`src/hw/rtl/aarm_pkg.sv`:
```
// Shared types, widths and constants for the axis-angle rotation matrix core.
// No dependencies; every other file refers to this package by scoped names.
`timescale 1ns / 1ps

package aarm_pkg;

   localparam int AXIS_BITS      = 16;
   localparam int ANGLE_BITS     = 16;
   localparam int COEF_FRAC_BITS = 14;
   localparam int OUT_BITS       = 16;

   // normalized axis magnitude: 2^22 < max <= 2^23
   localparam int MAG_BITS       = 24;
   localparam int SQ_BITS        = 48;
   localparam int RAD_BITS       = 62;
   localparam int ROOT_BITS      = 31;
   localparam int SQRT_REM_BITS  = 34;
   localparam int SQRT_STEPS     = RAD_BITS / 2;
   localparam int DIV_BITS       = 32;
   localparam int CORDIC_STEPS   = 30;
   localparam int CXY_BITS       = 33;
   localparam int CZ_BITS        = 32;
   localparam int UNIT_BITS      = 32;

   localparam logic [31:0] CORDIC_GAIN = 32'd652032874;
   localparam logic [31:0] ONE_Q30     = 32'h4000_0000;

   localparam logic [31:0] ATAN_TABLE [CORDIC_STEPS] = '{
      32'h20000000, 32'h12E4051E, 32'h09FB385B, 32'h051111D4, 32'h028B0D43,
      32'h0145D7E1, 32'h00A2F61E, 32'h00517C55, 32'h0028BE53, 32'h00145F2F,
      32'h000A2F98, 32'h000517CC, 32'h00028BE6, 32'h000145F3, 32'h0000A2F9,
      32'h0000517C, 32'h000028BE, 32'h0000145F, 32'h00000A2F, 32'h00000517,
      32'h0000028B, 32'h00000145, 32'h000000A2, 32'h00000051, 32'h00000028,
      32'h00000014, 32'h0000000A, 32'h00000005, 32'h00000002, 32'h00000001
   };

   typedef struct packed {
      logic signed [AXIS_BITS-1:0] axis_x;
      logic signed [AXIS_BITS-1:0] axis_y;
      logic signed [AXIS_BITS-1:0] axis_z;
      logic [ANGLE_BITS-1:0]       turn_angle;
   } req_data_type;

   typedef struct packed {
      logic signed [OUT_BITS-1:0] r00;
      logic signed [OUT_BITS-1:0] r01;
      logic signed [OUT_BITS-1:0] r02;
      logic signed [OUT_BITS-1:0] r10;
      logic signed [OUT_BITS-1:0] r11;
      logic signed [OUT_BITS-1:0] r12;
      logic signed [OUT_BITS-1:0] r20;
      logic signed [OUT_BITS-1:0] r21;
      logic signed [OUT_BITS-1:0] r22;
   } rsp_data_type;

   typedef struct packed {
      logic [SQRT_REM_BITS-1:0] rem;
      logic [ROOT_BITS-1:0]     root;
      logic [RAD_BITS-1:0]      rad;
   } sqrt_stage_type;

   typedef struct packed {
      logic [DIV_BITS-1:0] rem;
      logic [DIV_BITS-1:0] num;
      logic [DIV_BITS-1:0] quo;
   } div_lane_type;

   typedef struct packed {
      logic [DIV_BITS-1:0]     dvs;
      div_lane_type [2:0]      lane;
   } div_stage_type;

   typedef struct packed {
      logic signed [CXY_BITS-1:0] x;
      logic signed [CXY_BITS-1:0] y;
      logic signed [CZ_BITS-1:0]  z;
      logic [1:0]                 quad;
   } cordic_stage_type;

endpackage

```
`src/hw/rtl/aarm_cordic_cell.sv`:
```
// One rotation-mode CORDIC micro-rotation; shift and arctangent set per cell.
// Depends on aarm_pkg.
`timescale 1ns / 1ps

module aarm_cordic_cell #(
   parameter int          SHIFT = 0,
   parameter logic [31:0] ATAN  = aarm_pkg::ATAN_TABLE[0]
) (
   input  logic                       clock,
   input  aarm_pkg::cordic_stage_type d_in,
   output aarm_pkg::cordic_stage_type d_ff
);

   aarm_pkg::cordic_stage_type d_in_next;
   logic signed [aarm_pkg::CXY_BITS-1:0] dx;
   logic signed [aarm_pkg::CXY_BITS-1:0] dy;
   logic signed [aarm_pkg::CZ_BITS-1:0]  ang;

   always_comb begin
      dx  = d_in.y >>> SHIFT;
      dy  = d_in.x >>> SHIFT;
      ang = $signed(ATAN);
      d_in_next.quad = d_in.quad;
      if (!d_in.z[aarm_pkg::CZ_BITS-1]) begin
         d_in_next.x = d_in.x - dx;
         d_in_next.y = d_in.y + dy;
         d_in_next.z = d_in.z - ang;
      end else begin
         d_in_next.x = d_in.x + dx;
         d_in_next.y = d_in.y - dy;
         d_in_next.z = d_in.z + ang;
      end
   end

   always_ff @(posedge clock) begin
      d_ff <= d_in_next;
   end

endmodule

```
`config.mk`:
```
export PLATFORM = sky130hd
export DESIGN_NAME = aarm_cordic_cell
export DESIGN_NICKNAME = d
export VERILOG_FILES = /design/src/hw/rtl/aarm_pkg.sv /design/src/hw/rtl/aarm_cordic_cell.sv
export SDC_FILE = /design/constraint.sdc
export NUM_CORES = 1
export LEC_CHECK = 0
export ABC_AREA = 1
export BUFFER_PORTS_ARGS = -buffer_cell sky130_fd_sc_hd__buf_2
export CORE_MARGIN = 2
export CORE_UTILIZATION = 30
export DETAILED_ROUTE_END_ITERATION = 7
export PLACE_DENSITY = 0.6
export SLEW_MARGIN = 20
export SYNTH_ARGS = -nofsm -noshare
export SYNTH_HDL_FRONTEND = slang
export SYNTH_SLANG_ARGS = --single-unit
```
`constraint.sdc`:
```
create_clock -name clock -period 2.48 [get_ports clock]
set_clock_uncertainty 0.1 [all_clocks]
set_input_delay 0.124 -clock clock [delete_from_list [all_inputs] [get_ports clock]]
set_output_delay 0.124 -clock clock [all_outputs]
set_load 0.005 [all_outputs]
```
==> After elaboration in Yosys (flattened, before gate mapping) <==
Index checks and enable logic that the tools add are counted.
{ "classes": {"add_sub_neg": 5, "mux": 1} }
{ "op_table": {"columns": ["op", "n"], "rows": [
  ["$mux W98", 1],
  ["$sub A33 B33 Y33", 2],
  ["$add A33 B33 Y33", 1],
  ["$add A32 B31 Y32 const B", 1],
  ["$sub A32 B31 Y32 const B", 1]
]} }
{ "word_totals": {"regBits": 100, "inputBits": 101, "output_inout_bits": 100, "elab_cells": 10} }

==> Logic depth before layout (Yosys ltp) <==
Gate-level depths: netlist of run 1.
{ "depth": {"depth_word": 2, "depth_mapped": 17, "ltp_nobuf": 16} }

==> Least setup slack after synthesis of run 1 <==
OpenSTA, ideal clock, no wires.
{ "synth_path": {"path_type": "input port to flip-flop", "startpoint": "in d_in[67] (netlist bit)", "endpoint": "reg d_ff[99] (netlist bit)", "setup_time_ns": 0.114, "t_arrival_ns": 1.504, "required_ns": 2.266, "path_slack_ns": 0.762, "cell_stages": 15, "n_path_buf": 0, "cell_sequence": "inv_1 -> ha_1 -> fa_1 -> inv_1 -> nand2_1 -> nand2_1 -> nand2_1 -> nand2_1 -> nand2_1 -> nand2_1 -> nand2_1 -> nand2_1 -> nand2_1 -> nand3_1 -> nand2_1"} }
{ "synth_rtl": {"columns": ["element", "line", "text"], "rows": [
  ["from (decl)", "aarm_cordic_cell.sv:10", "input aarm_pkg::cordic_stage_type d_in,"],
  ["to (signal assigned)", "aarm_cordic_cell.sv:36", "d_ff <= d_in_next;"],
  ["to (decl)", "aarm_cordic_cell.sv:11", "output aarm_pkg::cordic_stage_type d_ff"]
]} }

==> flow_summary.ini, run 1 <==
[sta]
finalHoldViolCount = 0
fmax_mhz = 435
setup-tns-final_ps = 0
drv_slew = 0
holdWs_ps = 68.4
fin_crit_ps = 2300
setup_viol = 0
rsz0062_at_grt = no
fin_crit_sh = 0.927
tightest_slew_ps = 743
slew_headroom = 0.505

[synthesis]
synth_seq_cells = 99
netlist_instances = 1712
synth_nets = 1913
syn_area_um2 = 9730
syn_avg_cell_area_um2 = 5.68
yosysSeqAreaShare = 0.204
ys.warnings.count = 0
synth_cell_types = 33

[route]
drt_wl_total_um = 34900
drt_iter0_drc = 680
via_per_inst = 4.61
drc = 0
wl_per_cell_um = 15.0
drt_pre_antenna_iters = 5
vias = 10700
ant_nets = 0

[power]
p_clk_frac = 0.284
power_density_nw_per_um2 = 499
seqPwrFrac = 0.320
power_switching_uw = 2300
ir_drop_mv = 0.373
p_int_uw = 3570
p_comb_frac = 0.396
power.leakage_uw = 0.00702
p_sw_frac = 0.391

[clock_network]
clock_path_buffers = 2
clk_pin_slew_ps = 70
numCtsBuffers = 9
postCtsSetupBuffers = 0
cts.sinks = 99
root_buffer = clkbuf_16
cts_tree = built
htreeDepth = 3

[place]
detailed_place_hpwl_um = 29100
numPortBuffers = 200
routabilityCongestion = 0.937

[min_path]
min_from = d_in[66]
min_path_cells = 5
min_to = d_ff[99]$_DFF_P_
min_path_type = primary input to flop

[setup_path]
cp-start-kind = primary input
critPathMaxFanout = 3
crit_path_top_delay_cell = dlygate4sd3_1
crit_chain = dlygate4sd3_1, buf_2, ha_1, fa_2, nand2_1, nand2_1, nand3_1, nand2_1, nand2_1, nand2_1, xor2_1, nand2_1, o21ai_0
cp.required_ps = 2640
worst-setup-path-type = primary input to flop
endpoint_kind = flop
cp.arrival_ps = 2460
path_common_cell = nand2_1
worst-path-buf-inv = 2
crit_family = simple AND/OR/NAND/NOR gates
critPathMaxStageDelay_ps = 540

[flow_run]
cap_viol_max_count = 0

[floorplan]
io_pins = 201
start_util = 0.307
die_area_um2 = 33900
dieHeight_um = 184
core_um2 = 31700
die_x_um = 184
placementRows = 65

[outcome]
outcome = finished, final reports clean

[grt]
gr-total-overflow = 0
grt_use_total = 0.206
grt_start_max_net_pins = 60
antenna_found_initial = 0
grt_pass1_vias = 10300
grt_pass1_wl_um = 53600

[final_layout]
area_growth_pct = 20.9
fillers = 3487
top_register = d_ff
layout_common_cells = nand2_1, inv_1, buf_2
fin_nets = 2123
largest_register_ffs = 99
drive_gt1_frac = 0.136
largest_registers = d_ff: 99 flops
layout_commonest_cell = nand2_1
antenna_cells = 0
cell usage after synthesis:
cell      number  share of area
nand3_1      163          0.084
nor2_1       104          0.040
buf_4         16          0.012
a31oi_1        4         0.0026
clkbuf_2       1        0.00051
a21oi_1       72          0.037
a21oi_2        1        0.00090
clkinv_1       1        0.00039
nor4_2         2         0.0026
ha_1          96           0.12
inv_1        345           0.13
inv_2          2        0.00077
nor2_2        10         0.0064
xor2_1        24          0.022
nor3_2         3         0.0031
buf_2         18         0.0093
o21bai_1      12         0.0093
o21ai_1        1        0.00051
dfxtp_1       99           0.20
nand2_2       10         0.0064
fa_1           4         0.0082
a21o_1         1        0.00077
o22ai_1        4         0.0026
buf_6          1         0.0012
nand3b_1       1        0.00077
clkbuf_1       8         0.0031
o21ai_0       36          0.019
and3_1         2         0.0013
nand2_1      644           0.25
o21a_1         2         0.0015
o31ai_1        2         0.0015
nor3_1         7         0.0036
nand4_1       16          0.010
cell type report:
type                            count  area [um^2]  share of cell area
Sequential cell                    99         1980               0.169
Clock inverter                      4         77.6             0.00660
Inverter                          348         1310               0.111
Timing Repair Buffer              243         1420               0.121
Clock buffer                       12          256              0.0218
Multi-Input combinational cell   1221         6210               0.528
Tap cell                          402          503              0.0428
through the flow:
step / power, uW / cells / instance area (um^2) / util / worst slack [ps]
global placement: 4160 / 2278 / 11000 / 0.348 / 184
CTS: 5920 / 2329 / 11700 / 0.370 / 68.6
detailed placement: 4170 / 2278 / 11000 / 0.348 / 165
finish: 5870 / 2329 / 11800 / 0.371 / 180
floorplan: 3320 / 1712 / 9730 / - / 762
global route: 6310 / 2329 / 11800 / 0.371 / 16.1
what timing repair did:
item | in CTS | in global routing
resized for setup | 0 | 10
hold endpoints to repair | 35 | 0
endpoints found under the setup margin | 0 | 16
hold buffers | 35 | 0
worst min-delay path, stage by stage:
cell,delay (ps)
buf_2,80
xor2_1,100
nand2_1,100
nand3_1,60
nand2_1,50
kinds of logic after synthesis:
| group | count (synthesis) | share of synthesized area |
|---|---|---|
| buf+inv | 392 | 0.161 |
| compound gates | 135 | 0.0752 |
| fa+ha+maj | 100 | 0.132 |
| xor+xnor | 24 | 0.0216 |
| flops | 99 | 0.204 |
| simple gates | 962 | 0.407 |
layer usage:
layer / global-route usage / wire (um) / share of wire / up-vias
met3: 0.0186 / 1730 / 0.050 / 45
met1: 0.280 / 16700 / 0.48 / 4804
met2: 0.338 / 15600 / 0.45 / 296
met5: 0 / 0 / 0 / -
met4: 0.0758 / 812 / 0.023 / 0
li1: - / - / - / 5590
worst max path at each step:
stage               startpoint          endpoint  slack, ps  cells after the start
floorplan             d_in[67]  d_ff[99]$_DFF_P_        760                     15
global placement      d_in[67]  d_ff[91]$_DFF_P_        180                     16
detailed placement    d_in[40]  d_ff[82]$_DFF_P_        170                     15
CTS                   d_in[67]  d_ff[91]$_DFF_P_         70                     17
global route          d_in[67]  d_ff[99]$_DFF_P_         20                     17
finish                d_in[67]  d_ff[77]$_DFF_P_        180                     13
power by group through the flow:
stage / clock network [uW] / registers [uW] / logic, uW
after CTS: 1730 / 1890 / 2310
after floorplan: 0 / 1940 / 1380
after detailed placement: 0 / 1920 / 2250
final: 1660 / 1880 / 2330
after global placement: 0 / 1930 / 2230
after global routing: 1790 / 1910 / 2610
No activity file was read; power rests on OpenSTA's default activity.
==> inputs of run 2 (changes only) <==
PLACE_DENSITY = 0.52   (was 0.6)
==> flow_summary.ini, run 2 (synthesized netlist as in run 1, its figures left out) <==
[setup_path]
cp-start-kind = primary input
cp.required_ps = 2650
cp.arrival_ps = 2460
endpoint_kind = flop
worst-setup-path-type = primary input to flop
critPathMaxFanout = 4

[final_layout]
antenna_cells = 0
layout_common_cells = nand2_1, inv_1, buf_2
layout_commonest_cell = nand2_1
drive_gt1_frac = 0.136
area_growth_pct = 20.7
fillers = 3581
fin_util = 0.370
top_register = d_ff
fin_nets = 2122
largest_registers = d_ff: 99 flops
largest_register_ffs = 99

[flow_run]
cap_viol_max_count = 0

[place]
place_ws_ps = 138
numPortBuffers = 200
detailed_place_hpwl_um = 28900
routabilityCongestion = 0.947

[clock_network]
htreeDepth = 3
cts.sinks = 99
numCtsBuffers = 9
clock_path_buffers = 2
postCtsSetupBuffers = 0
root_buffer = clkbuf_16
clk_pin_slew_ps = 70
cts_tree = built

[grt]
antenna_found_initial = 1
grt_use_total = 0.206
grt_pass1_vias = 10100
gr-total-overflow = 0
grt_start_max_net_pins = 71
grt_pass1_wl_um = 53200

[route]
wl_met1_um = 17100
met2WireLength_um = 14900
vias = 10700
top_layer_used = met5
drc = 0
drt_wl_total_um = 34700
wl_per_cell_um = 14.9
ant_nets = 0
drt_iter0_drc = 733
drt_pre_antenna_iters = 5
via_per_inst = 4.60
wl_met3_um = 1800

[min_path]
min_path_type = primary input to flop
min_path_cells = 5
min_from = d_in[66]
min_to = d_ff[99]$_DFF_P_

[sta]
slew_headroom = 0.502
setup_slack_ps = 192
setup-tns-final_ps = 0
drv_slew = 0
setup_viol = 0
finalHoldViolCount = 0
fmax_mhz = 437
rsz0062_at_grt = no
tightest_slew_ps = 747
fin_crit_ps = 2290
fin_crit_sh = 0.922

[floorplan]
die_x_um = 184
core_um2 = 31700
dieHeight_um = 184
io_pins = 201
placementRows = 65
die_area_um2 = 33900
start_util = 0.307

[outcome]
outcome = finished, final reports clean

[power]
power.leakage_uw = 0.00701
power_density_nw_per_um2 = 499
ir_drop_mv = 0.350
==> run 2: cell types whose count changed in the layout (fill, tap and decap cells not counted), sizes merged <==
cell    delta
inv        +1
buf        -1
clkbuf     -2
clkinv     +1
==> run 2: what timing repair did <==
item / 4_1_cts / 5_1_grt
gates resized for setup: 0 / 9
endpoints found under the hold margin: 35 / 0
hold buffers: 35 / 0
setup endpoints to repair: 0 / 9
==> run 2: worst max path at each step <==
stage,slack (ps),cells after the start,startpoint,endpoint
CTS,50,16,d_in[67],d_ff[66]$_DFF_P_
global placement,160,16,d_in[34],d_ff[66]$_DFF_P_
floorplan,760,15,d_in[67],d_ff[99]$_DFF_P_
global route,20,17,d_in[67],d_ff[91]$_DFF_P_
detailed placement,140,16,d_in[34],d_ff[66]$_DFF_P_
finish,190,17,d_in[67],d_ff[99]$_DFF_P_
==> run 2: layout make-up <==
class,instances,area [um^2],share of cell area
Clock buffer,10,239,0.0204
Clock inverter,6,93.8,0.00799
Inverter,348,1310,0.111
Multi-Input combinational cell,1221,6200,0.528
Sequential cell,99,1980,0.169
Tap cell,402,503,0.0428
Timing Repair Buffer,242,1420,0.121
==> run 2: critical path: stages <==
cell and delay, ps:
dlygate4sd3_1 520, buf_2 120, inv_1 40, ha_1 220, fa_2 390, inv_2 100
nand2_1 70, nand2_1 130, nand2_1 90, nand2_1 120, nand2_1 100, nand2_2 110
nand2_1 90, nand2_1 80, nand2_1 50, nand3_1 60, nand2_1 50
==> run 2: layer usage <==
metal / up-vias / track usage
met2: 293 / 0.324
met3: 39 / 0.0232
li1: 5592 / -
met5: - / 0
met1: 4786 / 0.289
met4: 2 / 0.0726
==> run 2: report_power, final <==
part	internal (uW)	total [uW]	leakage [uW]	switching, uW
Sequential	1810	1880	0.000835	63.8
Clock	926	1670	0.000165	740
Combinational	811	2320	0.00601	1510
Total	3550	5860	0.00701	2310
==> run 2: through the flow <==
stage / std cells / power [uW] / cell area [um^2] / hold slack [ps]
2_1_floorplan: 1712 / 3320 / 9730 / 51.7
3_3_place_gp: 2277 / 4160 / 11000 / 126
3_5_place_dp: 2277 / 4170 / 11000 / 128
4_1_cts: 2328 / 5920 / 11700 / 58.8
5_1_grt: 2328 / 6300 / 11700 / 128
6_report: 2328 / 5860 / 11700 / 74.0
