## src/hw/rtl/aarm_pkg.sv

```systemverilog
// Shared types, widths and constants for the axis-angle rotation matrix core.
// No dependencies; every other file refers to this package by scoped names.
`timescale 1ns / 1ps

package aarm_pkg;

   localparam int AXIS_BITS      = 16;
   localparam int ANGLE_BITS     = 16;
   localparam int COEF_FRAC_BITS = 14;
   localparam int OUT_BITS       = 16;

   // normalized axis magnitude: 2^22 < max <= 2^23
   localparam int MAG_BITS       = 24;
   localparam int SQ_BITS        = 48;
   localparam int RAD_BITS       = 62;
   localparam int ROOT_BITS      = 31;
   localparam int SQRT_REM_BITS  = 34;
   localparam int SQRT_STEPS     = RAD_BITS / 2;
   localparam int DIV_BITS       = 32;
   localparam int CORDIC_STEPS   = 30;
   localparam int CXY_BITS       = 33;
   localparam int CZ_BITS        = 32;
   localparam int UNIT_BITS      = 32;

   localparam logic [31:0] CORDIC_GAIN = 32'd652032874;
   localparam logic [31:0] ONE_Q30     = 32'h4000_0000;

   localparam logic [31:0] ATAN_TABLE [CORDIC_STEPS] = '{
      32'h20000000, 32'h12E4051E, 32'h09FB385B, 32'h051111D4, 32'h028B0D43,
      32'h0145D7E1, 32'h00A2F61E, 32'h00517C55, 32'h0028BE53, 32'h00145F2F,
      32'h000A2F98, 32'h000517CC, 32'h00028BE6, 32'h000145F3, 32'h0000A2F9,
      32'h0000517C, 32'h000028BE, 32'h0000145F, 32'h00000A2F, 32'h00000517,
      32'h0000028B, 32'h00000145, 32'h000000A2, 32'h00000051, 32'h00000028,
      32'h00000014, 32'h0000000A, 32'h00000005, 32'h00000002, 32'h00000001
   };

   typedef struct packed {
      logic signed [AXIS_BITS-1:0] axis_x;
      logic signed [AXIS_BITS-1:0] axis_y;
      logic signed [AXIS_BITS-1:0] axis_z;
      logic [ANGLE_BITS-1:0]       turn_angle;
   } req_data_type;

   typedef struct packed {
      logic signed [OUT_BITS-1:0] r00;
      logic signed [OUT_BITS-1:0] r01;
      logic signed [OUT_BITS-1:0] r02;
      logic signed [OUT_BITS-1:0] r10;
      logic signed [OUT_BITS-1:0] r11;
      logic signed [OUT_BITS-1:0] r12;
      logic signed [OUT_BITS-1:0] r20;
      logic signed [OUT_BITS-1:0] r21;
      logic signed [OUT_BITS-1:0] r22;
   } rsp_data_type;

   typedef struct packed {
      logic [SQRT_REM_BITS-1:0] rem;
      logic [ROOT_BITS-1:0]     root;
      logic [RAD_BITS-1:0]      rad;
   } sqrt_stage_type;

   typedef struct packed {
      logic [DIV_BITS-1:0] rem;
      logic [DIV_BITS-1:0] num;
      logic [DIV_BITS-1:0] quo;
   } div_lane_type;

   typedef struct packed {
      logic [DIV_BITS-1:0]     dvs;
      div_lane_type [2:0]      lane;
   } div_stage_type;

   typedef struct packed {
      logic signed [CXY_BITS-1:0] x;
      logic signed [CXY_BITS-1:0] y;
      logic signed [CZ_BITS-1:0]  z;
      logic [1:0]                 quad;
   } cordic_stage_type;

endpackage

```

## src/hw/rtl/aarm_sqrt_cell.sv

```systemverilog
// One digit step of the pipelined integer square root (two radicand bits per cell).
// Depends on aarm_pkg.
`timescale 1ns / 1ps

module aarm_sqrt_cell (
   input  logic                     clock,
   input  aarm_pkg::sqrt_stage_type d_in,
   output aarm_pkg::sqrt_stage_type d_ff
);

   aarm_pkg::sqrt_stage_type d_in_next;
   logic [aarm_pkg::SQRT_REM_BITS-1:0] rem_sh;
   logic [aarm_pkg::SQRT_REM_BITS-1:0] trial;

   always_comb begin
      rem_sh = {d_in.rem[aarm_pkg::SQRT_REM_BITS-3:0],
                d_in.rad[aarm_pkg::RAD_BITS-1 -: 2]};
      trial  = aarm_pkg::SQRT_REM_BITS'({d_in.root, 2'b01});
      d_in_next.rad = {d_in.rad[aarm_pkg::RAD_BITS-3:0], 2'b00};
      if (rem_sh >= trial) begin
         d_in_next.rem  = rem_sh - trial;
         d_in_next.root = {d_in.root[aarm_pkg::ROOT_BITS-2:0], 1'b1};
      end else begin
         d_in_next.rem  = rem_sh;
         d_in_next.root = {d_in.root[aarm_pkg::ROOT_BITS-2:0], 1'b0};
      end
   end

   always_ff @(posedge clock) begin
      d_ff <= d_in_next;
   end

endmodule

```

## config.mk

```make
export PLATFORM = sky130hd
export DESIGN_NAME = aarm_sqrt_cell
export DESIGN_NICKNAME = d
export VERILOG_FILES = /design/src/hw/rtl/aarm_pkg.sv /design/src/hw/rtl/aarm_sqrt_cell.sv
export SDC_FILE = /design/constraint.sdc
export NUM_CORES = 1
export LEC_CHECK = 0
export ABC_AREA = 1
export BUFFER_PORTS_ARGS = -buffer_cell sky130_fd_sc_hd__buf_2
export CORE_ASPECT_RATIO = 1.2
export CORE_MARGIN = 10
export CORE_UTILIZATION = 48
export DETAILED_ROUTE_END_ITERATION = 12
export GPL_TIMING_DRIVEN = 1
export MAX_ROUTING_LAYER = met4
export PLACE_DENSITY = 0.81
export RECOVER_POWER = 25
export REMOVE_ABC_BUFFERS = 1
export SYNTH_ARGS = -nofsm -noshare
export SYNTH_HDL_FRONTEND = slang
export SYNTH_SLANG_ARGS = --single-unit
```

## constraint.sdc

```tcl
create_clock -name clock -period 1.9 [get_ports clock]
set_input_delay 0.095 -clock clock [delete_from_list [all_inputs] [get_ports clock]]
set_output_delay 0.095 -clock clock [all_outputs]
set_load 0.01 [all_outputs]
```

Yosys cells after proc, flatten, opt, wreduce, memory -nomap -nowiden
Index checks and enable logic that the tools add are counted.
{"block": "op_classes", "muxes": 1, "order_cmp": 1, "addsub": 1}
{"cell": "$mux W65", "count": 1}
{"cell": "$ge A34 B33 Y1", "count": 1}
{"cell": "$sub A34 B33 Y34", "count": 1}
{"block": "word_totals", "wordCells": 6, "output_inout_bits": 127, "in_bits": 128, "register_bits": 125}

Depth between registers and ports, before layout
Gate-level depths: netlist (run 1).
{"block": "depth", "word_depth": 2, "depth_mapped": 16, "depth_no_buf": 15}

Worst setup path before layout (run 1)
OpenSTA, ideal clock, no wires.
{"block": "synth_path", "path_type": "input to register", "startpoint": "in d_in[84] in the netlist's numbering", "endpoint": "reg d_ff[118] in the netlist's numbering", "setup_ps": 112, "slack_ps": 316, "path_buffers": 1, "arrival_time_ps": 1472, "stages": 13, "required_ps": 1788, "cell_sequence": "inv_1 -> ha_1 -> nand2_2 -> inv_1 -> a21oi_1 -> nand2_1 -> nand2_1 -> nand3b_1 -> nor2_2 -> nand2_4 -> buf_12 -> nand2_1 -> nand2_1"}
{"element": "from (decl)", "line": "aarm_sqrt_cell.sv:7", "rtl": "input aarm_pkg::sqrt_stage_type d_in,"}
{"element": "to (signal assigned)", "line": "aarm_sqrt_cell.sv:30", "rtl": "d_ff <= d_in_next;"}
{"element": "to (decl)", "line": "aarm_sqrt_cell.sv:8", "rtl": "output aarm_pkg::sqrt_stage_type d_ff"}

==> results of run 1 <==
[worst max-delay path by stage]
stage / to / cells past startpoint / slack [ns]
2_1_floorplan: d_ff[94] / 12 / 0.26
3_3_place_gp: d_ff[94] / 14 / -0.003
3_5_place_dp: d_ff[94] / 14 / -0.05
4_1_cts: d_ff[117] / 14 / 0.08
5_1_grt: d_ff[117] / 13 / 0.03
6_report: d_ff[104] / 12 / 0.03
[per-layer routing]
layer	vias to the layer above	global-route usage [%]	wire length (um)	share of wire, %
met3	206	9.43	3020	10
met4	0	21.8	2280	7.6
met5	-	-	0	0
met2	598	58.8	15000	50
li1	3305	-	-	-
met1	3324	31.4	9590	32
[final cells by class]
type,instances,area [um^2]
diodes,7,17.5
clock buffers,18,429
clock inverters,14,229
fillers,709,2310
inverters,138,518
multi-input cells,515,2780
flip-flops and latches,125,2500
well taps,161,201
repair buffers,443,3070
[power by group]
group | leakage, nW | total, mW | switching, mW | internal (mW)
registers | 1.05 | 2.96 | 0.0900 | 2.87
clock network | 0.315 | 3.76 | 1.40 | 2.36
logic | 4.01 | 2.33 | 1.34 | 0.985
[Yosys cell counts]
cell type    n
inv_1      131
nor4_1       2
inv_2        7
nand4_1      8
a21oi_1     24
conb_1       1
o21ai_1      2
nor3_4       1
or2_2        1
buf_12       2
nand2_2     27
ha_1        33
nand2_4      5
xor2_1      14
nand3b_1    12
nor2_2       9
nand3_4      1
o21bai_4     1
nor3_1       3
xnor2_1      2
nor2_1      43
a21oi_2      3
o21bai_1     3
buf_4        2
nor2_4       4
nand3_1     20
nand3_2     11
and3_1       1
dfxtp_1    125
buf_6        3
a21o_1       1
nand2_1    273
or2_4        1
o21a_1       1
buf_8        1
o21ai_0      7
[critical path: stages]
cell	delay (ns)
buf_2	0.09
inv_1	0.07
ha_1	0.38
nand2_1	0.20
inv_1	0.11
a21oi_1	0.23
nand2_1	0.21
nand2_1	0.12
nand2_1	0.12
xor2_1	0.29
nand2_1	0.17
nand2_1	0.13
[through the flow]
stage,cells,utilization [%],total power [mW],area [um^2]
floorplan,778,-,3.99,5770
global placement,1257,64.6,4.84,7790
detailed placement,1257,64.6,4.87,7790
CTS,1412,80.3,8.73,9680
global route,1421,80.8,9.29,9740
finish,1421,80.8,9.05,9740
[what timing repair did]
item,4_1_cts,5_1_grt
buffers inserted,0,1
hold endpoints to repair,123,0
setup endpoints to repair,0,20
hold buffers,123,0
resized for setup,0,6
[kinds of logic (layout without fill, tap and decap cells)]
| kind of cell | Yosys count | after routing | share of synthesized area, % |
|---|---|---|---|
| and+or+nand+nor | 422 | 422 | 33.1 |
| buffers and inverters | 146 | 613 | 10.6 |
| AOI/OAI and AO/OA | 42 | 42 | 4.22 |
| DFF | 125 | 125 | 42.6 |
| other | 1 | 9 | 0.0638 |
| adders and majority gates | 33 | 33 | 7.03 |
| xor gates and xnor gates | 16 | 16 | 2.39 |
==> results.json, run 1 <==
{
  "status": "finished, final reports clean",
  "avgSynthCellArea_um2": 7.48,
  "hp-start": "d_in[61]",
  "die_h_um": 141,
  "die_x_um": 121,
  "vias": 7433,
  "io_pins": 255,
  "core-area_mm2": 0.0121,
  "hold_path.class": "in -> reg",
  "power_leakage_nw": 5.38,
  "clockBufferDepth": 2,
  "root_buffer": "clkbuf_16",
  "vias_per_cell": 5.23,
  "start_util_pct": 48.7,
  "die_area_mm2": 0.0171,
  "portBuffers": 250,
  "hold_viol": 0,
  "antenna_found_initial": 8,
  "setup_viol": 0,
  "cp-startpoint": "d_in[66]",
  "synthTopCellsByArea": "dfxtp_1 (43%), nand2_1 (17%), inv_1 (8.4%)",
  "grt_pass1_wl_um": 43100,
  "worstSetupStartpointType": "primary input",
  "drv_cap": 0,
  "htree_levels": 4,
  "dr.pass1.iters": 8,
  "mostFrequentLayoutCell": "nand2_1",
  "drc_errors": 0,
  "synth.top_cell.area_share_pct": 42.6,
  "min_path_cells": 3,
  "clkTransAtPathRegs_ns": 0.06,
  "drv_slew": 0,
  "grt_max_degree": 18,
  "whs_ns": 0.127,
  "worstPathMaxFanout": 4,
  "grt_overflow": 0,
  "synth_area_mm2": 0.00587,
  "final_layout_size_suffix_gt1_share_pct": 33.1,
  "dp_hpwl_um": 17100,
  "fin_crit_sh_pct": 98.4,
  "synth-seq-area-share_pct": 42.6,
  "rsz0062_at_grt": "no",
  "clock-sinks": 125,
  "irDropWorstVdd_uv": 747,
  "wl_um": 29900,
  "drt-wirelength-per-cell_um": 21.0,
  "cts_tree": "yes",
  "yosysWarnings": 0,
  "crit_required_ns": 2.26,
  "yosys.area.top_type": "dfxtp_1",
  "area_growth_pct": 65.9,
  "synth_seq_cells": 125,
  "drt_iter0_drc": 831,
  "largest_register_ffs": 125,
  "track_usage_pct": 33.6,
  "setup_slack_ns": 0.0312,
  "pwr_density_cell_mw_per_mm2": 929,
  "antenna_left": 0,
  "place_congestion": 1.01,
  "place_ws_ns": -0.0494,
  "endpoint_kind": "flop",
  "min_to": "d_ff[94]",
  "cp_data_arrival_time_ns": 2.23,
  "cts-buffers-inserted": 17,
  "most-common-layout-cells": "nand2_1 (271), buf_2 (239), inv_1 (131)",
  "synth_cell_types": 36,
  "regMostFlops": "d_ff",
  "fin_nets": 1401,
  "row_count": 44,
  "crit_type": "in -> reg",
  "timing.setup.tns_ns": 0,
  "fmax_mhz": 535,
  "grt_pass1_vias": 7788,
  "reg_top3": "d_ff (125)",
  "period_needed_ns": 1.87,
  "postSynthCellCount": 785
}
No activity file was read; power rests on OpenSTA's default activity.
==> run 2, diff against run 1 <==
--- a/config.mk
+++ b/config.mk
@@ -18,2 +18,3 @@
 export REMOVE_ABC_BUFFERS = 1
+export SETUP_SLACK_MARGIN = 0.05
 export SYNTH_ARGS = -nofsm -noshare
==> constraint.sdc (replaced) <==
create_clock -name clock -period 1.9 [get_ports clock]
set_input_delay 0.38 -clock clock [delete_from_list [all_inputs] [get_ports clock]]
set_output_delay 0.38 -clock clock [all_outputs]
set_load 0.01 [all_outputs]
==> results.json, run 2 (synthesis gave the netlist of run 1 again) <==
{
  "track_usage_pct": 25.1,
  "cp_slowest_cell": "ha_2",
  "die_x_um": 121,
  "clock-sinks": 125,
  "setup_viol": 0,
  "grt_pass1_vias": 6459,
  "rsz0062_at_grt": "yes",
  "whs_ns": 0.0633,
  "cp_common_cell": "nand2_1",
  "htree_levels": 4,
  "antenna_found_initial": 4,
  "cts-buffers-inserted": 17,
  "worstPathMaxFanout": 17,
  "die_area_mm2": 0.0171,
  "period_needed_ns": 1.73,
  "vias": 6185,
  "crit_end": "d_ff[105]",
  "row_count": 44,
  "wl_um": 21700,
  "hold_path.class": "in -> reg",
  "drt-wirelength-per-cell_um": 16.1,
  "dp_hpwl_um": 17700,
  "final_util_pct": 74.4,
  "start_util_pct": 48.7,
  "pwr_density_cell_mw_per_mm2": 951,
  "crit_required_ns": 2.19,
  "grt_pass1_wl_um": 32700,
  "drc_errors": 0,
  "place_ws_ns": -0.316,
  "place_congestion": 0.935,
  "status": "finished, final reports clean",
  "portBuffers": 250,
  "cp-startpoint": "d_in[75]",
  "worstSetupStartpointType": "primary input",
  "fmax_mhz": 578,
  "final_layout_size_suffix_gt1_share_pct": 42.4,
  "root_buffer": "clkbuf_16",
  "die_h_um": 141,
  "cp_data_arrival_time_ns": 2.02,
  "clkTransAtPathRegs_ns": 0.06,
  "hold_buffers": 0,
  "irDropWorstVdd_uv": 567,
  "grt_max_degree": 19,
  "drv_cap": 0,
  "grt_overflow": 0,
  "clockBufferDepth": 2,
  "nFillCells": 933,
  "most-common-layout-cells": "nand2_1 (264), buf_2 (250), inv_1 (131)",
  "crit_path_max_incr_delay_ns": 0.37,
  "crit_type": "in -> reg",
  "antenna_left": 0,
  "vias_per_cell": 4.60,
  "cts_tree": "yes",
  "mostFrequentLayoutCell": "nand2_1",
  "power_leakage_nw": 5.13,
  "drt_iter0_drc": 215,
  "hold_viol": 0,
  "reg_top3": "d_ff (125)",
  "endpoint_kind": "flop",
  "dr.pass1.iters": 4,
  "drv_slew": 0,
  "regMostFlops": "d_ff",
  "fin_nets": 1330,
  "largest_register_ffs": 125,
  "core-area_mm2": 0.0121,
  "fin_crit_sh_pct": 91.1,
  "setup_slack_ns": 0.169,
  "area_growth_pct": 52.8,
  "io_pins": 255,
  "worstPathCellList": "buf_2 > inv_1 > ha_2 > nand2_4 > nor2_2 > nand2_1 > inv_1 > nand4_1 > nand2_1 > nor2_1 > nand2_2 > nand2_4 > buf_12 > nand2_2 > nand2_1"
}
[run 2: cell types whose count changed in the layout (fill, tap and decap cells not counted), moves of 5 or more]
cell	change
nand2_1	-7
a21oi_2	+5
a21oi_1	-5
nand2_2	+7
clkbuf_1	-11
buf_4	+52
ha_1	-8
ha_4	+6
buf_2	+11
dlygate4sd3_1	-123
[run 2: final cells by class]
class                   instances  area [um^2]  share of cell area (%)
multi-input cells             515         2900                    32.3
flip-flops and latches        125         2500                    27.9
repair buffers                372         2220                    24.7
inverters                     138          518                    5.77
clock buffers                  17          425                    4.74
clock inverters                14          205                    2.29
well taps                     161          201                    2.24
diodes                          3         7.51                  0.0836
[run 2: how the worst min path moves through the flow]
stage / startpoint / endpoint / slack (ns) / cells after the start
global route: d_in[37] / d_ff[39] / 0.06 / 1
finish: d_in[37] / d_ff[39] / 0.06 / 1
floorplan: d_in[8] / d_ff[10] / 0.41 / 0
global placement: d_in[14] / d_ff[16] / 0.48 / 1
detailed placement: d_in[31] / d_ff[33] / 0.48 / 1
CTS: d_in[37] / d_ff[39] / 0.06 / 1
[run 2: metrics by stage]
step                      cell area [um^2]  power (mW)  std cells  setup TNS [ns]
after floorplan                       5770        3.99        778          -0.103
after global placement                8190        4.95       1311           -9.75
after detailed placement              8190        4.99       1311           -9.84
after CTS                             8820        8.54       1342               0
after global routing                  8970        8.91       1345               0
final                                 8970        8.54       1345               0
[run 2: worst max-delay path, delay by kind of cell]
family / cells / cell delay [ns]
buffers and inverters: 4 / 0.38
adder cells (fa/ha/maj): 1 / 0.37
AND/OR/NAND/NOR: 10 / 0.88
[run 2: metal layers]
layer | up-vias | wire length, um | track usage [%]
met4 | 0 | 470 | 8.91
li1 | 3163 | - | -
met3 | 28 | 1210 | 5.59
met5 | - | 0 | -
met2 | 180 | 12000 | 47.3
met1 | 2814 | 8020 | 24.3
[run 2: where the power goes]
group / switching, mW / leakage [nW] / internal (mW)
Sequential: 0.0608 / 1.05 / 2.87
Clock: 1.31 / 0.307 / 2.22
Combinational: 1.14 / 3.77 / 0.924
Total: 2.52 / 5.13 / 6.02
[run 2: what timing repair did]
action | 4_1_cts | 5_1_grt
hold endpoints to repair | 0 | 0
buffers inserted | 0 | 0
endpoints found under the setup margin | 0 | 34
gates resized for setup | 0 | 29
==> run 3, diff against run 2 <==
CORE_UTILIZATION = 41   (was 48)
PLACE_DENSITY = 0.71   (was 0.81)
==> results.json, run 3 (synthesis gave the netlist of run 1 again) <==
{
  "status": "finished, final reports clean",
  "clock-sinks": 125,
  "place_area_mm2": 0.00821,
  "whs_ns": 0.0592,
  "period_needed_ns": 1.72,
  "drt_iter0_drc": 216,
  "cts-buffers-inserted": 17,
  "worstSetupStartpointType": "primary input",
  "start_util_pct": 42.1,
  "cp.depth": 14,
  "grt_pass1_vias": 6187,
  "area_growth_pct": 52.8,
  "cts-resized-gates": 0,
  "drv_cap": 0,
  "htree_levels": 4,
  "irDropWorstVdd_uv": 503,
  "dp_hpwl_um": 17200,
  "nFillCells": 1253,
  "min_path_cells": 1,
  "final_layout_size_suffix_gt1_share_pct": 42.8,
  "fmax_mhz": 581,
  "core-area_mm2": 0.0139,
  "crit_required_ns": 2.21,
  "path_buf_inv": 4,
  "most-common-layout-cells": "nand2_1 (265), buf_2 (250), inv_1 (131)",
  "finalNonFillerCells": 1353,
  "fin_nets": 1330,
  "setup_viol": 0,
  "crit_path_max_incr_delay_ns": 0.35,
  "place_congestion": 0.937,
  "hold_path.class": "in -> reg",
  "wl_um": 20400,
  "cts_tree": "yes",
  "io_pins": 255,
  "portBuffers": 250,
  "vias_per_cell": 4.43,
  "crit_type": "in -> reg",
  "die_h_um": 151,
  "drv_slew": 0,
  "largest_register_ffs": 125,
  "dp.cells": 1321,
  "dr.pass1.iters": 4,
  "die_area_mm2": 0.0195,
  "clockBufferDepth": 2,
  "die_x_um": 129,
  "hold_buffers": 0,
  "worstPathCellList": "buf_2 > inv_1 > ha_1 > nand2_2 > inv_1 > a21oi_2 > nand3_2 > nand2_2 > nand2_4 > nand3_4 > nand2_4 > buf_4 > nand3_1 > nand2_1",
  "min_to": "d_ff[51]",
  "pwr_density_cell_mw_per_mm2": 927,
  "mostFrequentLayoutCell": "nand2_1",
  "hp-start": "d_in[49]",
  "root_buffer": "clkbuf_16",
  "post_cts_buffers": 0,
  "endpoint_kind": "flop",
  "grt_overflow": 0,
  "vias": 5995,
  "regMostFlops": "d_ff",
  "hold_viol": 0,
  "cp_data_arrival_time_ns": 2.03,
  "fin_crit_sh_pct": 90.6,
  "worstPathMaxFanout": 6,
  "power_leakage_nw": 5.11,
  "fin_area_mm2": 0.00897,
  "grt_max_degree": 19,
  "clkTransAtPathRegs_ns": 0.06,
  "row_count": 47,
  "drc_errors": 0,
  "antenna_found_initial": 0,
  "drt-wirelength-per-cell_um": 15.0,
  "reg_top3": "d_ff (125)",
  "cp_slowest_cell": "ha_1",
  "antenna_left": 0,
  "rsz0062_at_grt": "no",
  "cp_top_family": "simple AND/OR/NAND/NOR gates",
  "grt_pass1_wl_um": 30700,
  "antenna_cells": 0,
  "track_usage_pct": 21.1
}
[run 3: power by group]
group          total, mW  switching, mW  internal [mW]
clock               3.34           1.24           2.09
combinational       2.05           1.12          0.926
sequential          2.93         0.0539           2.87
[run 3: routing by layer]
metal | share of wire [%] | up-vias | global-route usage (%)
met2 | 54 | 197 | 40.2
met4 | 2.5 | 0 | 8.71
met5 | 0 | - | -
met3 | 6.9 | 33 | 5.31
met1 | 37 | 2615 | 19.6
li1 | - | 3150 | -
[run 3: worst max path at each step]
stage          startpoint         to  slack, ns
3_3_place_gp     d_in[66]  d_ff[124]      -0.30
3_5_place_dp     d_in[66]  d_ff[124]      -0.33
4_1_cts          d_in[66]  d_ff[124]       0.12
6_report         d_in[69]  d_ff[110]       0.18
2_1_floorplan    d_in[84]   d_ff[94]      -0.03
5_1_grt          d_in[67]  d_ff[110]       0.05
[run 3: through the flow]
step	power (mW)	setup slack, ns	util, %	setup TNS [ns]
2_1_floorplan	3.99	-0.0274	-	-0.103
5_1_grt	8.75	0.0464	64.4	0
3_3_place_gp	4.97	-0.299	58.9	-8.37
3_5_place_dp	4.99	-0.330	58.9	-9.00
6_report	8.31	0.179	64.4	0
4_1_cts	8.37	0.117	63.3	0
[run 3: area by class of cell]
type | count | area, um^2 | area share (%)
Clock buffer | 18 | 429 | 4.78
Multi-Input combinational cell | 515 | 2910 | 32.4
Clock inverter | 14 | 183 | 2.04
Sequential cell | 125 | 2500 | 27.9
Tap cell | 171 | 214 | 2.38
Inverter | 138 | 518 | 5.77
Timing Repair Buffer | 372 | 2220 | 24.7
