**config.mk**
```make
export PLATFORM = sky130hd
export DESIGN_NAME = aarm_div_cell
export DESIGN_NICKNAME = d
export VERILOG_FILES = /design/src/hw/rtl/aarm_pkg.sv /design/src/hw/rtl/aarm_div_cell.sv
export SDC_FILE = /design/constraint.sdc
export NUM_CORES = 1
export LEC_CHECK = 0
export BUFFER_PORTS_ARGS = -buffer_cell sky130_fd_sc_hd__buf_2
export CELL_PAD_IN_SITES_DETAIL_PLACEMENT = 0
export CELL_PAD_IN_SITES_GLOBAL_PLACEMENT = 1
export CORE_AREA = 2 2 252 254
export CTS_CLUSTER_SIZE = 8
export DETAILED_ROUTE_END_ITERATION = 10
export DIE_AREA = 0 0 254 256
export PLACE_DENSITY_LB_ADDON = 0.25
export SLEW_MARGIN = 20
export SYNTH_ARGS = -nofsm -noshare
export SYNTH_HDL_FRONTEND = slang
export SYNTH_SLANG_ARGS = --single-unit
```
**constraint.sdc**
```tcl
create_clock -name clock -period 3.1 [get_ports clock]
set_clock_uncertainty 0.05 [all_clocks]
set_input_delay 0.31 -clock clock [delete_from_list [all_inputs] [get_ports clock]]
set_output_delay 0.31 -clock clock [all_outputs]
set_load 0.02 [all_outputs]
```
**src/hw/rtl/aarm_pkg.sv**
```systemverilog
// Shared types, widths and constants for the axis-angle rotation matrix core.
// No dependencies; every other file refers to this package by scoped names.
`timescale 1ns / 1ps

package aarm_pkg;

   localparam int AXIS_BITS      = 16;
   localparam int ANGLE_BITS     = 16;
   localparam int COEF_FRAC_BITS = 14;
   localparam int OUT_BITS       = 16;

   // normalized axis magnitude: 2^22 < max <= 2^23
   localparam int MAG_BITS       = 24;
   localparam int SQ_BITS        = 48;
   localparam int RAD_BITS       = 62;
   localparam int ROOT_BITS      = 31;
   localparam int SQRT_REM_BITS  = 34;
   localparam int SQRT_STEPS     = RAD_BITS / 2;
   localparam int DIV_BITS       = 32;
   localparam int CORDIC_STEPS   = 30;
   localparam int CXY_BITS       = 33;
   localparam int CZ_BITS        = 32;
   localparam int UNIT_BITS      = 32;

   localparam logic [31:0] CORDIC_GAIN = 32'd652032874;
   localparam logic [31:0] ONE_Q30     = 32'h4000_0000;

   localparam logic [31:0] ATAN_TABLE [CORDIC_STEPS] = '{
      32'h20000000, 32'h12E4051E, 32'h09FB385B, 32'h051111D4, 32'h028B0D43,
      32'h0145D7E1, 32'h00A2F61E, 32'h00517C55, 32'h0028BE53, 32'h00145F2F,
      32'h000A2F98, 32'h000517CC, 32'h00028BE6, 32'h000145F3, 32'h0000A2F9,
      32'h0000517C, 32'h000028BE, 32'h0000145F, 32'h00000A2F, 32'h00000517,
      32'h0000028B, 32'h00000145, 32'h000000A2, 32'h00000051, 32'h00000028,
      32'h00000014, 32'h0000000A, 32'h00000005, 32'h00000002, 32'h00000001
   };

   typedef struct packed {
      logic signed [AXIS_BITS-1:0] axis_x;
      logic signed [AXIS_BITS-1:0] axis_y;
      logic signed [AXIS_BITS-1:0] axis_z;
      logic [ANGLE_BITS-1:0]       turn_angle;
   } req_data_type;

   typedef struct packed {
      logic signed [OUT_BITS-1:0] r00;
      logic signed [OUT_BITS-1:0] r01;
      logic signed [OUT_BITS-1:0] r02;
      logic signed [OUT_BITS-1:0] r10;
      logic signed [OUT_BITS-1:0] r11;
      logic signed [OUT_BITS-1:0] r12;
      logic signed [OUT_BITS-1:0] r20;
      logic signed [OUT_BITS-1:0] r21;
      logic signed [OUT_BITS-1:0] r22;
   } rsp_data_type;

   typedef struct packed {
      logic [SQRT_REM_BITS-1:0] rem;
      logic [ROOT_BITS-1:0]     root;
      logic [RAD_BITS-1:0]      rad;
   } sqrt_stage_type;

   typedef struct packed {
      logic [DIV_BITS-1:0] rem;
      logic [DIV_BITS-1:0] num;
      logic [DIV_BITS-1:0] quo;
   } div_lane_type;

   typedef struct packed {
      logic [DIV_BITS-1:0]     dvs;
      div_lane_type [2:0]      lane;
   } div_stage_type;

   typedef struct packed {
      logic signed [CXY_BITS-1:0] x;
      logic signed [CXY_BITS-1:0] y;
      logic signed [CZ_BITS-1:0]  z;
      logic [1:0]                 quad;
   } cordic_stage_type;

endpackage

```
**src/hw/rtl/aarm_div_cell.sv**
```systemverilog
// One restoring-division step for the three axis lanes (one quotient bit each).
// Depends on aarm_pkg.
`timescale 1ns / 1ps

module aarm_div_cell (
   input  logic                    clock,
   input  aarm_pkg::div_stage_type d_in,
   output aarm_pkg::div_stage_type d_ff
);

   aarm_pkg::div_stage_type d_in_next;
   logic [aarm_pkg::DIV_BITS:0] rem_sh;

   always_comb begin
      d_in_next.dvs = d_in.dvs;
      for (int i = 0; i < 3; i++) begin
         rem_sh = {d_in.lane[i].rem, d_in.lane[i].num[aarm_pkg::DIV_BITS-1]};
         d_in_next.lane[i].num = {d_in.lane[i].num[aarm_pkg::DIV_BITS-2:0], 1'b0};
         if (rem_sh >= {1'b0, d_in.dvs}) begin
            d_in_next.lane[i].rem = aarm_pkg::DIV_BITS'(rem_sh - {1'b0, d_in.dvs});
            d_in_next.lane[i].quo = {d_in.lane[i].quo[aarm_pkg::DIV_BITS-2:0], 1'b1};
         end else begin
            d_in_next.lane[i].rem = rem_sh[aarm_pkg::DIV_BITS-1:0];
            d_in_next.lane[i].quo = {d_in.lane[i].quo[aarm_pkg::DIV_BITS-2:0], 1'b0};
         end
      end
   end

   always_ff @(posedge clock) begin
      d_ff <= d_in_next;
   end

endmodule

```
## After elaboration in Yosys (flattened, before gate mapping)

Cells that the tools add are included.
Widths: inputs -> output; s select.

- Mux-type cells: 6
- Order comparisons: 3
- $add $sub $neg: 3

Operators by type and width:

| kind | number |
|---|---|
| $ge 33x32->1 | 3 |
| $mux 32 | 3 |
| $sub 32x32->32 | 3 |
| $mux 1 | 3 |

- Output and inout port bits: 320
- Bits in registers: 317
- Bits of input ports: 321
- Logic and storage cells: 22

## Logic depth before layout (Yosys ltp)

Gate-level depths: netlist of run 1.

- Depth in word-level cells: 2
- Depth in mapped cells: 14
- Depth with buffers taken out: 12

## Worst setup path after synthesis of run 1

Ideal clock, no wire load.

- Kind: input port to flip-flop
- Start point: input port d_in[63] in the netlist's numbering
- End point: register d_ff[92] in the netlist's numbering
- Slack: 244 ps
- Data required time: 2927 ps
- Library setup time: 123 ps
- Stages on the path: 12
- Arrival time: 2683 ps
- Cells stage by stage: inv_1 -> ha_1 -> fa_1 -> nand2b_1 -> a21oi_1 -> o211ai_1 -> a21oi_1 -> a31oi_1 -> o31ai_1 -> a31oi_1 -> xnor2_1 -> mux2_1

RTL lines:

| what | RTL line | text |
|---|---|---|
| start, declared | aarm_div_cell.sv:7 | `input aarm_pkg::div_stage_type d_in,` |
| end signal, assigned | aarm_div_cell.sv:30 | `d_ff <= d_in_next;` |
| end, declared | aarm_div_cell.sv:8 | `output aarm_pkg::div_stage_type d_ff` |

==> impl_metrics.tcl, run 1 <==
set metrics [dict create \
    status "finished clean" \
    finalNetCount 2854 \
    synth_area_per_cell_sq_um 9.854 \
    report.final.slew_viol_count 0 \
    p_int_w 0.009019 \
    min_period_ns 3.028 \
    synth_compound_area_frac 0.1850 \
    die-height_um 256 \
    post-route-period-util 0.9769 \
    synth_mux_area_frac 0.01320 \
    cts_buffers 47 \
    clock-sinks 317 \
    synth_cells 1289 \
    first_global_vias 15168 \
    synthDistinctLibCells 75 \
    max_cap_violations 0 \
    setup_violations 0 \
    grtUsageTotal 0.2093 \
    root_buffer "clkbuf_16" \
    critPathMaxFanout 5 \
    drc 0 \
    globalplace.congestion 0.9058 \
    viasPerCell 4.224 \
    fillers 6470 \
    start_util 0.2036 \
    routed_wl_um 70930 \
    dr.pass1.iters 5 \
    largestRegisters "d_ff (317)" \
    seq_area_frac_synth 0.4996 \
    coreArea_sq_mm 0.06239 \
    power_frac_comb 0.280 \
    drt_iter0_drc 620 \
    p_seq_frac 0.353 \
    die_area_sq_mm 0.06502 \
    wl_per_cell_um 21.48 \
    dpl.hpwl_um 60370 \
    hold_class "in2reg" \
    fin_cells 3302 \
    path_class "in2reg" \
    antenna_found_initial 37 \
    drtAntennaViolNets 0 \
    start_kind "input pin" \
    end_kind "register" \
    setup_tns_ns 0 \
    p_switching_w 0.004165 \
    ctsHtreeMaxLevel 2 \
    ys_top_cells_by_area "dfxtp_1, ha_1, a21oi_1" \
    postLayoutSetupSlackWorst_ns 0.07176 \
    multi_input_area_sq_mm 0.005962 \
    place_ws_ns -0.2319 \
    yosysMostFrequentCell "dfxtp_1" \
    io-pin-count 641 \
    synth_xor_area_frac 0.05585 \
    ir_drop_uv 393.0 \
    tritoncts "yes" \
    largest_register_ffs 317 \
    synth_warnings 0 \
    finalHoldViolations 0 \
    relSlewSlack 0.6100 \
    synthTopCellsByCount "dfxtp_1, nand2_1, a21oi_1" \
    cp.arrival_ns 3.44 \
    power.density_cell_area_mw_per_mm2 575.9 \
    max_freq_mhz 330.2 \
    syn_area_sq_mm 0.01270 \
    yosys.area_share.simple 0.1088 \
    synth_top_area_frac 0.4996 \
    drive_gt1_frac 0.3812 \
    synth-async-reset-ratio 0 \
    die_w_um 254 \
    grt_max_degree 38 \
    ys.flop_type "dfxtp_1" \
    num_rows 92 \
    worst_pin_slew_ns 0.5702 \
    synth_edf_count 0 \
    syn_to_final_growth_pct 80.21 \
    clk_pin_slew_worst_paths_ns 0.05 \
    power.total_w 0.01318 \
    p_sw_frac 0.3159 \
    regMostFlops "d_ff" \
    p_leak_nw 10.95 \
    synth_top_family_by_area "compound AO/OA/AOI/OAI gates" \
    worstPathRequired_ns 3.51 \
    synth_top_cell_by_area "dfxtp_1" \
    synth-seq-cells 317 \
    clkPwrFrac 0.367 \
    grt_pass1_wl_um 98390 \
    crit_path_start "d_in[307]" \
    io_buffers 634 \
    regArea_sq_mm 0.006346 \
    clock_path_buffers 3 \
    synth_fa_ha_area_frac 0.09929 \
    num_vias 13949 \
    dp_cells 2912 \
    cp-endpoint "d_ff[73]" \
    grt_overflow 0 \
]
## through the flow
step	instance area (sq um)	hold slack, ns	util
global placement	18160	0.3623	0.2912
detailed placement	18160	0.3636	0.2912
CTS	22640	0.0004290	0.3628
floorplan	12710	0.2877	-
finish	22890	0.03062	0.3669
global route	22890	0.03564	0.3669
## routing by layer
layer / share of wire / GRT usage / vias up
met5: 0.00079 / 0 / -
met1: 0.35 / 0.2032 / 6526
met4: 0.032 / 0.07876 / 8
met2: 0.54 / 0.4023 / 458
met3: 0.079 / 0.06997 / 134
li1: - / - / 6823
## cell families (layout without fill, tap and decap cells)
logic type,Yosys count,in the layout
xor gates and xnor gates,81,81
and+or+nand+nor,303,303
buffers and inverters,109,1263
DFF,317,317
AOI/OAI and AO/OA,364,364
other,1,14
muxes,15,15
adders and majority gates,99,99
## worst min path at each step
stage	startpoint	endpoint	depth (start not counted)
after CTS	d_in[174]	d_ff[175]	3
after floorplan	d_in[99]	d_ff[100]	0
after global routing	d_in[289]	d_ff[289]	2
after global placement	d_in[52]	d_ff[53]	1
after detailed placement	d_in[250]	d_ff[251]	1
final	d_in[174]	d_ff[175]	3
## critical path, cell delays in order
cell	delay (ns)
dlygate4sd3_1	0.55
buf_2	0.15
inv_1	0.13
ha_1	0.33
nand2_1	0.05
o21ai_1	0.22
nor4_1	0.08
o41a_1	0.46
o211ai_1	0.25
a31oi_1	0.17
o31ai_4	0.09
buf_12	0.16
clkbuf_16	0.15
mux2_2	0.32
## layout by cell type (no fill, tap or decap), drive strengths merged, types with 13 or more instances in the layout
master       count
xor2            32
a21oi          106
clkbuf          60
ha              96
a21o            35
nand4           21
o211ai          13
buf            828
and3            13
nand3           25
nand2          127
o21bai          17
nor3            14
inv             60
nor2            66
o21ai          105
dfxtp          317
a31oi           22
mux2            14
xnor2           49
dlygate4sd3    311
o21a            14
## area by class of cell
type                       instances  area share
antenna                           11    0.001203
clock buffer                      57     0.05701
clock inverter                     3    0.002405
inverter                          61     0.01033
multi-input combinational        865      0.2605
sequential                       317      0.2772
tap                              846     0.04624
timing repair buffer            1142      0.3451
## what timing repair did
item,4_1_cts,5_1_grt
endpoints found under the hold margin,311,0
endpoints found under the setup margin,0,53
hold buffers,311,0
gates resized for setup,0,27
setup buffers,0,5
## power by group through the flow
stage               clock [W]  sequential, W  combinational (W)
floorplan                   0        0.00527            0.00120
global placement            0        0.00474            0.00330
detailed placement          0        0.00473            0.00329
CTS                   0.00500        0.00466            0.00367
global route          0.00518        0.00469            0.00400
finish                0.00484        0.00465            0.00369
Note: power is estimated with default switching activity, not from simulation.
==> inputs of run 2 (changes only) <==
--- a/config.mk
+++ b/config.mk
@@ -5,13 +5,14 @@
 export SDC_FILE = /design/constraint.sdc
 export NUM_CORES = 1
 export LEC_CHECK = 0
+export ABC_AREA = 1
 export BUFFER_PORTS_ARGS = -buffer_cell sky130_fd_sc_hd__buf_2
 export CELL_PAD_IN_SITES_DETAIL_PLACEMENT = 0
 export CELL_PAD_IN_SITES_GLOBAL_PLACEMENT = 1
-export CORE_AREA = 2 2 252 254
+export CORE_AREA = 2 2 248 250
 export CTS_CLUSTER_SIZE = 8
 export DETAILED_ROUTE_END_ITERATION = 10
-export DIE_AREA = 0 0 254 256
+export DIE_AREA = 0 0 250 252
 export PLACE_DENSITY_LB_ADDON = 0.25
 export SLEW_MARGIN = 20
 export SYNTH_ARGS = -nofsm -noshare
==> impl_metrics.tcl, run 2 <==
set metrics [dict create \
    dpl.hpwl_um 73410 \
    p_sw_frac 0.3313 \
    finalHoldViolations 0 \
    path_delay_family "buffers and inverters" \
    min_period_ns 2.867 \
    max_freq_mhz 348.8 \
    drt_iter0_drc 960 \
    start_util 0.2600 \
    power_frac_comb 0.273 \
    drive_gt1_frac 0.2459 \
    path_class "in2reg" \
    p_leak_nw 13.83 \
    p_seq_frac 0.352 \
    worst_pin_slew_ns 0.6452 \
    end_kind "register" \
    fin_area_sq_mm 0.02448 \
    clk_pin_slew_worst_paths_ns 0.05 \
    final_core_util 0.4071 \
    num_rows 90 \
    ctsHtreeMaxLevel 2 \
    ys.flop_type "dfxtp_1" \
    power.density_cell_area_mw_per_mm2 540.4 \
    coreArea_sq_mm 0.06013 \
    synth_warnings 0 \
    post-cts-setup-buffer-count 0 \
    cp-endpoint "d_ff[90]" \
    antenna_found_initial 29 \
    status "finished clean" \
    relSlewSlack 0.5689 \
    crit_path_top_delay_cell "dlygate4sd3_1" \
    ir_drop_uv 340.8 \
    clkPwrFrac 0.375 \
    seq_area_frac_synth 0.4060 \
    globalplace.congestion 0.9147 \
    p_switching_w 0.004384 \
    synth_top_area_frac 0.4060 \
    path_depth 17 \
    grt_overflow 0 \
    final_cell_mix "nand2_1, buf_2, inv_1" \
    synth_area_per_cell_sq_um 6.914 \
    num_vias 17713 \
    grt_pass1_wl_um 119300 \
    viasPerCell 4.337 \
    synthDistinctLibCells 33 \
    synthTopCellsByCount "nand2_1, inv_1, dfxtp_1" \
    holdWs_ns 0.02465 \
    path_buf_inv 6 \
    crit_path_start "d_in[308]" \
    largest_register_ffs 317 \
    grtUsageTotal 0.2620 \
    tritoncts "yes" \
    clock_path_buffers 3 \
    final_common_cell "nand2_1" \
    synth-async-reset-ratio 0 \
    hold_class "in2reg" \
    drc 0 \
    power.total_w 0.01323 \
    yosysMostFrequentCell "nand2_1" \
    synth_top_cell_by_area "dfxtp_1" \
    report.final.slew_viol_count 0 \
    worstPathRequired_ns 3.57 \
    synth_cells 2261 \
    dr.pass1.iters 5 \
    clock-sinks 317 \
    die-height_um 252 \
    crit_path_frequent_cell "nand2_1" \
    setup_violations 0 \
    place_area_sq_mm 0.01998 \
    cp.arrival_ns 3.34 \
    die_w_um 250 \
    max_cap_violations 0 \
    synth-seq-cells 317 \
    wl_per_cell_um 20.94 \
    rsz0062_at_grt "no" \
    grt_max_degree 34 \
    routed_wl_um 85520 \
    die_area_sq_mm 0.06300 \
    regMostFlops "d_ff" \
    largestRegisters "d_ff (317)" \
    syn_area_sq_mm 0.01563 \
    syn_to_final_growth_pct 56.61 \
    io-pin-count 641 \
    crit_path_max_incr_delay_ns 0.54 \
    p_int_w 0.008847 \
    setup_tns_ns 0 \
    post-route-period-util 0.9247 \
    finalNetCount 3699 \
    cp_cell_sequence "dlygate4sd3_1, buf_2, inv_1, buf_4, ha_1, nand2_1, inv_1, nand2_1, nand2_1, nand2_1, nand2_1, nand2_1, nand3_2, nor2_4, buf_4, nand3_1, nand2_1" \
    root_buffer "clkbuf_16" \
    cts_buffers 48 \
    drtAntennaViolNets 0 \
    critPathMaxFanout 19 \
    start_kind "input pin" \
    synth_edf_count 0 \
    io_buffers 634 \
    first_global_vias 17889 \
    ys_top_cells_by_area "dfxtp_1, nand2_1, inv_1" \
]
run 2: through the flow:
stage / instances / setup WS [ns]
final: 4084 / 0.2334
after global routing: 4082 / 0.07204
after CTS: 4072 / 0.2753
after detailed placement: 3703 / 0.2189
after global placement: 3703 / 0.2419
after floorplan: 2263 / 1.237
run 2: worst min path at each step:
stage / start / endpoint / slack, ns / depth (start not counted)
6_report: d_in[289] / d_ff[289] / 0.02 / 2
5_1_grt: d_in[168] / d_ff[169] / 0.003 / 3
4_1_cts: d_in[168] / d_ff[169] / 0.002 / 3
3_5_place_dp: d_in[231] / d_ff[232] / 0.36 / 1
3_3_place_gp: d_in[107] / d_ff[108] / 0.36 / 1
2_1_floorplan: d_in[99] / d_ff[100] / 0.29 / 0
run 2: kinds of logic after synthesis:
family,after synthesis,share of synthesized area
AND/OR/NAND/NOR,1289,0.3519
buffers and inverters,444,0.1148
flip-flops,317,0.4060
adder cells (fa/ha/maj),99,0.08068
AO/OA/AOI/OAI,69,0.02289
XOR/XNOR,42,0.02353
other,1,0.0002399
run 2: cell type report:
cell class              count  area, sq um
fillers                  6429        35650
flip-flops and latches    317         6346
repair buffers            998         6689
clock buffers              54         1275
clock inverters             7        117.6
diodes                     12        30.03
inverters                 412         1546
well taps                 782        978.4
multi-input cells        1502         7500
run 2: routing by layer:
metal | wire [um] | track usage | up-vias
met5 | 52 | 0 | -
met4 | 2401 | 0.08452 | 8
met3 | 4424 | 0.05004 | 114
met2 | 45830 | 0.5090 | 541
li1 | - | - | 8889
met1 | 32810 | 0.2829 | 8161
run 2: repair_timing:
item / 4_1_cts / 5_1_grt
gates resized for setup: 0 / 0
hold endpoints to repair: 308 / 0
hold buffers: 308 / 0
run 2: power by group through the flow:
| stage | combinational (W) | clock, W | sequential (W) |
|---|---|---|---|
| after global routing | 0.00394 | 0.00526 | 0.00468 |
| after CTS | 0.00363 | 0.00510 | 0.00467 |
| after detailed placement | 0.00326 | 0 | 0.00474 |
| final | 0.00361 | 0.00496 | 0.00466 |
| after global placement | 0.00326 | 0 | 0.00474 |
| after floorplan | 0.00142 | 0 | 0.00519 |
==> inputs of run 3 (changes only) <==
--- a/config.mk
+++ b/config.mk
@@ -10,6 +10,7 @@
 export CELL_PAD_IN_SITES_DETAIL_PLACEMENT = 0
 export CELL_PAD_IN_SITES_GLOBAL_PLACEMENT = 1
 export CORE_AREA = 2 2 248 250
+export CTS_BUF_LIST = sky130_fd_sc_hd__clkbuf_8 sky130_fd_sc_hd__clkbuf_16
 export CTS_CLUSTER_SIZE = 8
 export DETAILED_ROUTE_END_ITERATION = 10
 export DIE_AREA = 0 0 250 252
==> impl_metrics.tcl, run 3 (same netlist as run 2, synthesis figures left out) <==
set metrics [dict create \
    status "finished clean" \
    path_delay_family "buffers and inverters" \
    dpl.hpwl_um 73410 \
    root_buffer "clkbuf_16" \
    globalplace.congestion 0.9147 \
    cts_buffers 48 \
    min_period_ns 2.868 \
    finalNetCount 3699 \
    setup_tns_ns 0 \
    worst_pin_slew_ns 0.6435 \
    num_vias 17749 \
    rsz0062_at_grt "no" \
    start_kind "input pin" \
    regMostFlops "d_ff" \
    drtAntennaViolNets 0 \
    num_rows 90 \
    crit_path_max_incr_delay_ns 0.54 \
    tritoncts "yes" \
    globalRouteMet2Util 0.5090 \
    drc 0 \
    cp_cell_sequence "dlygate4sd3_1, buf_2, inv_1, buf_4, ha_1, nand2_1, inv_1, nand2_1, nand2_1, nand2_1, nand2_1, nand2_1, nand3_2, nor2_4, buf_4, nand3_1, nand2_1" \
    gr-usage-met1 0.2829 \
    grt_max_degree 34 \
    worstPathRequired_ns 3.57 \
    finalHoldViolations 0 \
    dr.pass1.iters 5 \
    clk_pin_slew_worst_paths_ns 0.05 \
    drive_gt1_frac 0.2459 \
    ir_drop_uv 340.5 \
    drt_iter0_drc 907 \
    clock_path_buffers 3 \
    clock-sinks 317 \
    report.final.slew_viol_count 0 \
    setup_violations 0 \
    critPathMaxFanout 19 \
    viasPerCell 4.344 \
    cp.arrival_ns 3.34 \
    grt_pass1_wl_um 119300 \
    cts_resized 0 \
    first_global_vias 17889 \
    grt_use_met3 0.05004 \
    grt-busiest-layer "met2" \
    antenna_found_initial 29 \
    max_cap_violations 0 \
    power.density_cell_area_mw_per_mm2 540.2 \
    die_w_um 250 \
    max_freq_mhz 348.7 \
    largest_register_ffs 317 \
    wl_per_cell_um 20.95 \
    crit_path_top_delay_cell "dlygate4sd3_1" \
    io_buffers 634 \
    start_util 0.2600 \
    p_leak_nw 13.83 \
    end_kind "register" \
    path_buf_inv 6 \
    syn_to_final_growth_pct 56.64 \
    grtUsageTotal 0.2620 \
    largestRegisters "d_ff (317)" \
    die_area_sq_mm 0.06300 \
    io-pin-count 641 \
    ctsHtreeMaxLevel 2 \
    relSlewSlack 0.5700 \
    coreArea_sq_mm 0.06013 \
    path_class "in2reg" \
    die-height_um 252 \
    hold_class "in2reg" \
    crit_path_start "d_in[308]" \
    min_from "d_in[168]" \
    final_cell_mix "nand2_1, buf_2, inv_1" \
    post-route-period-util 0.9252 \
    grt_overflow 0 \
    final_core_util 0.4072 \
    final_common_cell "nand2_1" \
    routed_wl_um 85610 \
    crit_path_frequent_cell "nand2_1" \
]
[run 3: cell types whose count changed in the layout (fill, tap and decap cells not counted), sizes merged]
cell,before,now
clkbuf,54,52
diode,12,14
inv,414,416
[run 3: final cells by class]
type,count,area (sq um)
Multi-Input combinational cell,1502,7500
Sequential cell,317,6346
Timing Repair Buffer,998,6689
Antenna cell,14,35.03
Clock buffer,52,1267
Fill cell,6428,35650
Clock inverter,9,125.1
Tap cell,782,978.4
Inverter,412,1546
[run 3: worst min-delay path, cell delays in order]
cell,delay [ns]
buf_2,0.15
nand3_1,0.09
nand2_1,0.05
[run 3: report_power, final]
part / total [W] / internal (W) / switching, W
sequential: 0.00466 / 0.00449 / 0.000167
clock: 0.00496 / 0.00303 / 0.00192
combinational: 0.00361 / 0.00132 / 0.00230
[run 3: final timing paths]
kind	to	slack, ns	cells past startpoint
min	d_ff[169]	0.02	3
max	d_ff[90]	0.23	17
[run 3: routing by layer]
| layer | up-vias | share of wire | wire (um) |
|---|---|---|---|
| li1 | 8896 | - | - |
| met1 | 8156 | 0.38 | 32860 |
| met2 | 571 | 0.54 | 45840 |
| met3 | 118 | 0.052 | 4459 |
| met4 | 8 | 0.028 | 2398 |
| met5 | - | 0.00061 | 52 |
[run 3: stage by stage]
| step | cell area [sq um] | std cells | worst slack, ns | power (W) | hold WS (ns) |
|---|---|---|---|---|---|
| 2_1_floorplan | 15640 | 2263 | 1.237 | 0.006614 | 0.2877 |
| 3_3_place_gp | 19980 | 3703 | 0.2419 | 0.007997 | 0.3621 |
| 3_5_place_dp | 19980 | 3703 | 0.2189 | 0.007997 | 0.3636 |
| 4_1_cts | 24450 | 4072 | 0.2753 | 0.01338 | 0.001964 |
| 5_1_grt | 24480 | 4082 | 0.07204 | 0.01387 | 0.003019 |
| 6_report | 24490 | 4086 | 0.2318 | 0.01323 | 0.02402 |
[run 3: timing repair]
item	4_1_cts	5_1_grt
hold endpoints to repair	308	0
setup buffers	0	0
hold buffers	308	0
